==> config.mk <==
export PLATFORM = sky130hd
export DESIGN_NAME = m4i_ctrl
export DESIGN_NICKNAME = d
export VERILOG_FILES = /design/src/hw/rtl/m4i_pkg.sv /design/src/hw/rtl/m4i_ctrl.sv
export SDC_FILE = /design/constraint.sdc
export NUM_CORES = 1
export LEC_CHECK = 0
export BUFFER_PORTS_ARGS = -buffer_cell sky130_fd_sc_hd__buf_2
export CORE_UTILIZATION = 30
export DETAILED_ROUTE_END_ITERATION = 10
export PLACE_DENSITY = 0.58
export SLEW_MARGIN = 20
export SYNTH_ARGS = -nofsm -noshare
export SYNTH_HDL_FRONTEND = slang
export SYNTH_SLANG_ARGS = --single-unit
==> constraint.sdc <==
create_clock -name clk -period 3 [get_ports clk]
set_clock_uncertainty 0.1 [all_clocks]
set_input_delay 0.15 -clock clk [delete_from_list [all_inputs] [get_ports clk]]
set_output_delay 0.15 -clock clk [all_outputs]
set_load 0.05 [all_outputs]
==> src/hw/rtl/m4i_pkg.sv <==
// Shared constants, command/status types and index tables for the 4x4 matrix inverter.
package m4i_pkg;

	localparam int DEF_FRAC_BITS  = 16;
	localparam int DEF_ELEM_WIDTH = 32;

	// Limbs of one element width that cover the widest product (determinant).
	localparam int LIMBS   = 5;
	localparam int LIMB_W  = 3;
	localparam int PERMS   = 6;
	localparam int PERM_W  = 3;

	typedef struct packed {
		logic              mem_we;
		logic [3:0]        mem_waddr;
		logic              el_rd;
		logic [3:0]        el_raddr;
		logic              p_load;
		logic              p_from_t;
		logic              p_from_cof;
		logic              mul_step;
		logic              mul_clr;
		logic [LIMB_W-1:0] limb;
		logic              acc_clr;
		logic              acc_add;
		logic              acc_neg;
		logic              cof_we;
		logic              cof_rd;
		logic [3:0]        cof_addr;
		logic              cof_neg;
		logic              det_clr;
		logic              det_add;
		logic              sing_eval;
		logic              div_init;
		logic              div_step;
		logic              out_load;
		logic [3:0]        out_idx;
	} m4i_cmd_t;

	typedef struct packed {
		logic singular;
	} m4i_status_t;

	// n-th index of 0..3 with index x left out.
	function automatic logic [1:0] skip_idx(input logic [1:0] n, input logic [1:0] x);
		return (n >= x) ? n + 2'd1 : n;
	endfunction

	// Column picked in row n of the 3x3 minor by permutation p.
	function automatic logic [1:0] perm_col(input logic [PERM_W-1:0] p, input logic [1:0] n);
		logic [5:0] cols;
		cols = 6'b10_01_00;
		unique case (p)
			3'd0: cols = 6'b10_01_00;
			3'd1: cols = 6'b01_10_00;
			3'd2: cols = 6'b10_00_01;
			3'd3: cols = 6'b00_10_01;
			3'd4: cols = 6'b01_00_10;
			3'd5: cols = 6'b00_01_10;
			default: cols = 6'b10_01_00;
		endcase
		return cols[n*2 +: 2];
	endfunction

	// Odd permutations subtract.
	function automatic logic perm_neg(input logic [PERM_W-1:0] p);
		return (p == 3'd1) || (p == 3'd2) || (p == 3'd5);
	endfunction

endpackage

==> src/hw/rtl/m4i_ctrl.sv <==
// Controller: load counter, cofactor/determinant sequencer, divider and output sequencing.
module m4i_ctrl #(
	parameter int ELEM_WIDTH = m4i_pkg::DEF_ELEM_WIDTH
) (
	input  logic                 clk,
	input  logic                 arst_n,
	input  logic                 in_valid,
	output logic                 in_ready,
	output logic                 out_valid,
	input  logic                 out_ready,
	output m4i_pkg::m4i_cmd_t    cmd,
	input  m4i_pkg::m4i_status_t status
);
	localparam int CNT_W = $clog2(ELEM_WIDTH + 1);

	typedef enum logic [4:0] {
		S_IDLE, S_COF_START, S_T_RD1, S_T_LD1, S_T_RD3, S_MUL, S_MUL_END, S_MUL_FIN,
		S_T_ACC, S_COF_DONE, S_DET_ACC, S_COF_NEXT, S_SING, S_OUT_RD, S_DIV_INIT,
		S_DIV, S_OUT_WAIT
	} state_t;

	state_t                      state_q;
	state_t                      ret_q;
	logic [3:0]                  load_cnt_q;
	logic                        full_q;
	logic [3:0]                  cof_idx_q;
	logic [m4i_pkg::PERM_W-1:0]  perm_q;
	logic [m4i_pkg::LIMB_W-1:0]  limb_q;
	logic [CNT_W-1:0]            div_cnt_q;
	logic [3:0]                  out_idx_q;
	logic                        out_valid_q;
	logic                        busy;
	logic                        in_acc;
	logic                        out_take;
	logic [1:0]                  r;
	logic [1:0]                  c;

	assign r = cof_idx_q[3:2];
	assign c = cof_idx_q[1:0];
	assign busy = !((state_q == S_IDLE) || (state_q == S_OUT_RD) || (state_q == S_DIV_INIT)
		|| (state_q == S_DIV) || (state_q == S_OUT_WAIT));
	assign in_ready  = !full_q && !busy;
	assign in_acc    = in_valid && in_ready;
	assign out_valid = out_valid_q;
	assign out_take  = (state_q == S_OUT_WAIT) && (!out_valid_q || out_ready);

	always_comb begin
		cmd           = '0;
		cmd.mem_we    = in_acc;
		cmd.mem_waddr = load_cnt_q;
		cmd.limb      = limb_q;
		cmd.out_idx   = out_idx_q;
		unique case (state_q)
			S_COF_START: begin
				cmd.acc_clr = 1'b1;
				cmd.det_clr = (cof_idx_q == 4'd0);
			end
			S_T_RD1: begin
				cmd.el_rd    = 1'b1;
				cmd.el_raddr = {m4i_pkg::skip_idx(2'd0, r),
					m4i_pkg::skip_idx(m4i_pkg::perm_col(perm_q, 2'd0), c)};
			end
			S_T_LD1: begin
				cmd.p_load   = 1'b1;
				cmd.el_rd    = 1'b1;
				cmd.el_raddr = {m4i_pkg::skip_idx(2'd1, r),
					m4i_pkg::skip_idx(m4i_pkg::perm_col(perm_q, 2'd1), c)};
			end
			S_T_RD3: begin
				cmd.el_rd    = 1'b1;
				cmd.el_raddr = {m4i_pkg::skip_idx(2'd2, r),
					m4i_pkg::skip_idx(m4i_pkg::perm_col(perm_q, 2'd2), c)};
			end
			S_MUL: begin
				cmd.mul_step = 1'b1;
				cmd.mul_clr  = (limb_q == '0);
			end
			S_MUL_FIN: cmd.p_from_t = 1'b1;
			S_T_ACC: begin
				cmd.acc_add = 1'b1;
				cmd.acc_neg = m4i_pkg::perm_neg(perm_q);
			end
			S_COF_DONE: begin
				cmd.cof_we     = 1'b1;
				cmd.cof_addr   = cof_idx_q;
				cmd.cof_neg    = r[0] ^ c[0];
				cmd.p_from_cof = (r == 2'd0);
				cmd.el_rd      = (r == 2'd0);
				cmd.el_raddr   = {2'd0, c};
			end
			S_DET_ACC:  cmd.det_add = 1'b1;
			S_SING:     cmd.sing_eval = 1'b1;
			S_OUT_RD: begin
				cmd.cof_rd   = 1'b1;
				cmd.cof_addr = {out_idx_q[1:0], out_idx_q[3:2]};
			end
			S_DIV_INIT: cmd.div_init = 1'b1;
			S_DIV:      cmd.div_step = 1'b1;
			S_OUT_WAIT: cmd.out_load = out_take;
			default: ;
		endcase
	end

	always_ff @(posedge clk or negedge arst_n) begin
		if (!arst_n) begin
			state_q     <= S_IDLE;
			ret_q       <= S_IDLE;
			load_cnt_q  <= '0;
			full_q      <= 1'b0;
			cof_idx_q   <= '0;
			perm_q      <= '0;
			limb_q      <= '0;
			div_cnt_q   <= '0;
			out_idx_q   <= '0;
			out_valid_q <= 1'b0;
		end else begin
			if (in_acc) begin
				load_cnt_q <= load_cnt_q + 4'd1;
				if (load_cnt_q == 4'd15) begin
					full_q <= 1'b1;
				end
			end
			if (out_take) begin
				out_valid_q <= 1'b1;
			end else if (out_ready) begin
				out_valid_q <= 1'b0;
			end
			unique case (state_q)
				S_IDLE: begin
					if (full_q) begin
						cof_idx_q <= '0;
						state_q   <= S_COF_START;
					end
				end
				S_COF_START: begin
					perm_q  <= '0;
					state_q <= S_T_RD1;
				end
				S_T_RD1: state_q <= S_T_LD1;
				S_T_LD1: begin
					ret_q   <= S_T_RD3;
					state_q <= S_MUL;
				end
				S_T_RD3: begin
					ret_q   <= S_T_ACC;
					state_q <= S_MUL;
				end
				S_MUL: begin
					limb_q <= limb_q + 1'b1;
					if (limb_q == m4i_pkg::LIMB_W'(m4i_pkg::LIMBS - 1)) begin
						state_q <= S_MUL_END;
					end
				end
				S_MUL_END: state_q <= S_MUL_FIN;
				S_MUL_FIN: begin
					limb_q  <= '0;
					state_q <= ret_q;
				end
				S_T_ACC: begin
					perm_q <= perm_q + 1'b1;
					if (perm_q == m4i_pkg::PERM_W'(m4i_pkg::PERMS - 1)) begin
						state_q <= S_COF_DONE;
					end else begin
						state_q <= S_T_RD1;
					end
				end
				S_COF_DONE: begin
					if (r == 2'd0) begin
						ret_q   <= S_DET_ACC;
						state_q <= S_MUL;
					end else begin
						state_q <= S_COF_NEXT;
					end
				end
				S_DET_ACC: state_q <= S_COF_NEXT;
				S_COF_NEXT: begin
					cof_idx_q <= cof_idx_q + 4'd1;
					state_q   <= (cof_idx_q == 4'd15) ? S_SING : S_COF_START;
				end
				S_SING: begin
					full_q    <= 1'b0;
					out_idx_q <= '0;
					state_q   <= S_OUT_RD;
				end
				S_OUT_RD: state_q <= status.singular ? S_OUT_WAIT : S_DIV_INIT;
				S_DIV_INIT: begin
					div_cnt_q <= '0;
					state_q   <= S_DIV;
				end
				S_DIV: begin
					div_cnt_q <= div_cnt_q + 1'b1;
					if (div_cnt_q == CNT_W'(ELEM_WIDTH)) begin
						state_q <= S_OUT_WAIT;
					end
				end
				S_OUT_WAIT: begin
					if (out_take) begin
						out_idx_q <= out_idx_q + 4'd1;
						state_q   <= (out_idx_q == 4'd15) ? S_IDLE : S_OUT_RD;
					end
				end
				default: state_q <= S_IDLE;
			endcase
		end
	end

	a_start_full: assert property (@(posedge clk) disable iff (!arst_n)
		(state_q == S_IDLE) && $past(state_q == S_IDLE) && full_q |=> (state_q == S_COF_START))
		else $error("compute did not start on a full store");
	a_cof_after_perms: assert property (@(posedge clk) disable iff (!arst_n)
		(state_q == S_COF_DONE) |-> $past(state_q == S_T_ACC)
			&& (perm_q == m4i_pkg::PERM_W'(m4i_pkg::PERMS)))
		else $error("cofactor written before all terms");
	a_div_bound: assert property (@(posedge clk) disable iff (!arst_n)
		(state_q == S_DIV) |-> (div_cnt_q <= CNT_W'(ELEM_WIDTH)))
		else $error("divider ran past its step count");
	a_last_done: assert property (@(posedge clk) disable iff (!arst_n)
		out_take && (out_idx_q == 4'd15) |=> (state_q == S_IDLE) && out_valid_q)
		else $error("run did not end after sixteenth item");

endmodule

==> results_dict.tcl <==
set metrics [dict create \
    synth_top_area_share 0.349 \
    p_leak_nw 1.48 \
    postRouteAntennaNets 0 \
    dr_total_vias 2229 \
    ys_seq_area_frac 0.349 \
    crit_start "perm_q[0]" \
    arrival_ns 2.67 \
    powerDensity_nw_per_um2 278 \
    yosys_most_used_dff "dfrtp_1" \
    drive_above_1_share 0.243 \
    min-delay-start "out_ready" \
    die-area_um2 8490 \
    synth_area_leaders "dfrtp_1, ha_1, nor2_1" \
    num_antenna_cells 0 \
    nets 364 \
    maxCapViolCount 0 \
    overflow 0 \
    fp.dieH_um 92.1 \
    viasPerCell 5.03 \
    fp.dieW_um 92.1 \
    final_hold_viol_count 0 \
    syn_nets 317 \
    ys.warnings.count 0 \
    r2r_start "state_q[4]" \
    avgSynthCellArea_um2 8.32 \
    gp_congestion 0.807 \
    clockBufferDepth 2 \
    rsz0062_at_grt "true" \
    synth_edf_count 0 \
    synth_xor_area_frac 0.0503 \
    ys_types 51 \
    synth_fa_ha_area_frac 0.0975 \
    port_buffers 44 \
    fmax_mhz 343 \
    tightest_slew_ns 0.788 \
    layout_common_cells "buf_2, nor2_1, nand2_1" \
    wire_per_inst_um 14.0 \
    root_buffer "clkbuf_8" \
    async_reset_ff_frac 1.00 \
    fill_cells 826 \
    finalSetupViolCount 0 \
    synthCells 293 \
    wl_um 6210 \
    initial_utilization 0.312 \
    dp_slack_ns 0.213 \
    insertion_delay_ns 0.28 \
    final_common_cell "buf_2" \
    ir_worst_vdd_uv 153 \
    yosys.area_share.simple 0.258 \
    path_clk_slew_ns 0.07 \
    first_global_vias 2089 \
    cp-start-kind "register" \
    grt_max_degree 35 \
    coreArea_um2 7810 \
    first_pass_iters 4 \
    synth_top_area_cell "dfrtp_1" \
    cts_tree "yes" \
    synth_compound_area_frac 0.178 \
    crit_path_end_kind "output port" \
    slew_viol_final 0 \
    grtUsageTotal 0.148 \
    htreeDepth 2 \
    dp_hpwl_um 4470 \
    clock-sinks 34 \
    crit_fanout 6 \
    grt_pass1_wl_um 10100 \
    synth_area_um2 2440 \
    post-route-period-util 0.973 \
    drtIter0Drc 112 \
    synthMuxAreaShare 0.0133 \
    antenna_found_initial 0 \
    critPathKind "reg2out" \
    required_ns 2.75 \
    slew_headroom 0.474 \
    syn_to_final_growth_pct 21.9 \
    period_minus_slack_ns 2.92 \
    synth_top_family_by_area "simple AND/OR/NAND/NOR gates" \
    route.detailed.drc 0 \
    hold_class "in2reg" \
    worst_slack_ns 0.0823 \
    synth-seq-cells 34 \
    final_core_util 0.380 \
    status "complete, no violations" \
    cts_buffers 5 \
    io_pins 45 \
    fp-row-count 32 \
]
worst paths after layout:
check / end / slack, ns / cells past startpoint
worst min-delay path: out_valid / 0.08 / 3
max in group asynchronous: perm_q[0] / 1.85 / 2
worst min register to register: ret_q[3] / 0.39 / 1
worst max-delay path: cmd[29] / 0.08 / 11
worst max register to register: state_q[0] / 0.77 / 6
min in group asynchronous: cof_idx_q[0] / 0.38 / 2
stage by stage:
step / hold WS [ns] / cells / power (mW) / setup TNS [ns] / area, um^2
2_1_floorplan: -0.246 / 293 / 0.473 / 0 / 2440
3_3_place_gp: 0.198 / 428 / 0.486 / 0 / 2730
3_5_place_dp: 0.203 / 428 / 0.487 / 0 / 2730
4_1_cts: 0.0814 / 437 / 0.844 / 0 / 2850
5_1_grt: 0.116 / 443 / 0.866 / -0.0902 / 2970
6_report: 0.0827 / 443 / 0.827 / 0 / 2970
where the power goes:
| group | total [mW] | switching (mW) | internal [mW] |
|---|---|---|---|
| clock network | 0.350 | 0.164 | 0.185 |
| logic | 0.0176 | 0.0131 | 0.00447 |
| registers | 0.460 | 0.000874 | 0.459 |
cell usage after synthesis (3+ instances only):
library cell / n
nor3_1: 6
xnor2_1: 8
a21o_1: 4
dfrtp_1: 34
o21ai_0: 20
clkbuf_1: 9
a22o_1: 8
ha_1: 19
nand3_1: 7
nor3b_1: 4
nand2b_1: 5
o31ai_1: 3
xor2_1: 6
or3b_2: 3
inv_1: 19
nand2_1: 36
a21oi_1: 11
and3_1: 3
nor2b_1: 5
and2_1: 4
nor2_1: 39
nor4_1: 4
registers in the layout (all words and copies together) (netlist names):
register,count
div_cnt_q,6
state_q,5
cof_idx_q,4
load_cnt_q,4
out_idx_q,4
limb_q,3
perm_q,3
ret_q,3
full_q,1
out_valid,1
routing by layer:
metal	track usage	vias to the layer above	share of wire
li1	-	1125	-
met4	0.0326	0	0.0061
met1	0.213	1057	0.48
met5	0	-	0
met2	0.231	45	0.47
met3	0.0265	2	0.043
cell type report:
cell class | count | area [um^2] | area share
clock inverters | 1 | 5.00 | 0.00168
clock buffers | 7 | 86.3 | 0.0291
well taps | 102 | 128 | 0.0430
multi-input cells | 228 | 1540 | 0.517
flip-flops and latches | 34 | 853 | 0.287
inverters | 19 | 71.3 | 0.0240
repair buffers | 52 | 292 | 0.0981
worst max-delay path, stage by stage, from the launching register on:
cell,delay [ns]
dfrtp_2,0.45
ha_2,0.22
ha_4,0.19
nor4_2,0.26
a21oi_2,0.09
ha_1,0.27
nand2b_1,0.15
a21oi_2,0.16
nor2_1,0.07
xnor2_1,0.13
o211ai_1,0.17
buf_4,0.22
kinds of logic after synthesis:
kind of cell	count (synthesis)
buffers and inverters	31
AOI/OAI and AO/OA	65
and+or+nand+nor	127
muxes	3
xor gates and xnor gates	14
adders and majority gates	19
DFF	34
timing repair:
| item | CTS | global route |
|---|---|---|
| hold endpoints to repair | 34 | 0 |
| endpoints found under the setup margin | 2 | 2 |
| pin swaps | 0 | 4 |
| buffers inserted | 0 | 6 |
| resized for setup | 7 | 17 |
| hold buffers | 1 | 0 |
(Power assumes the default switching activity.)
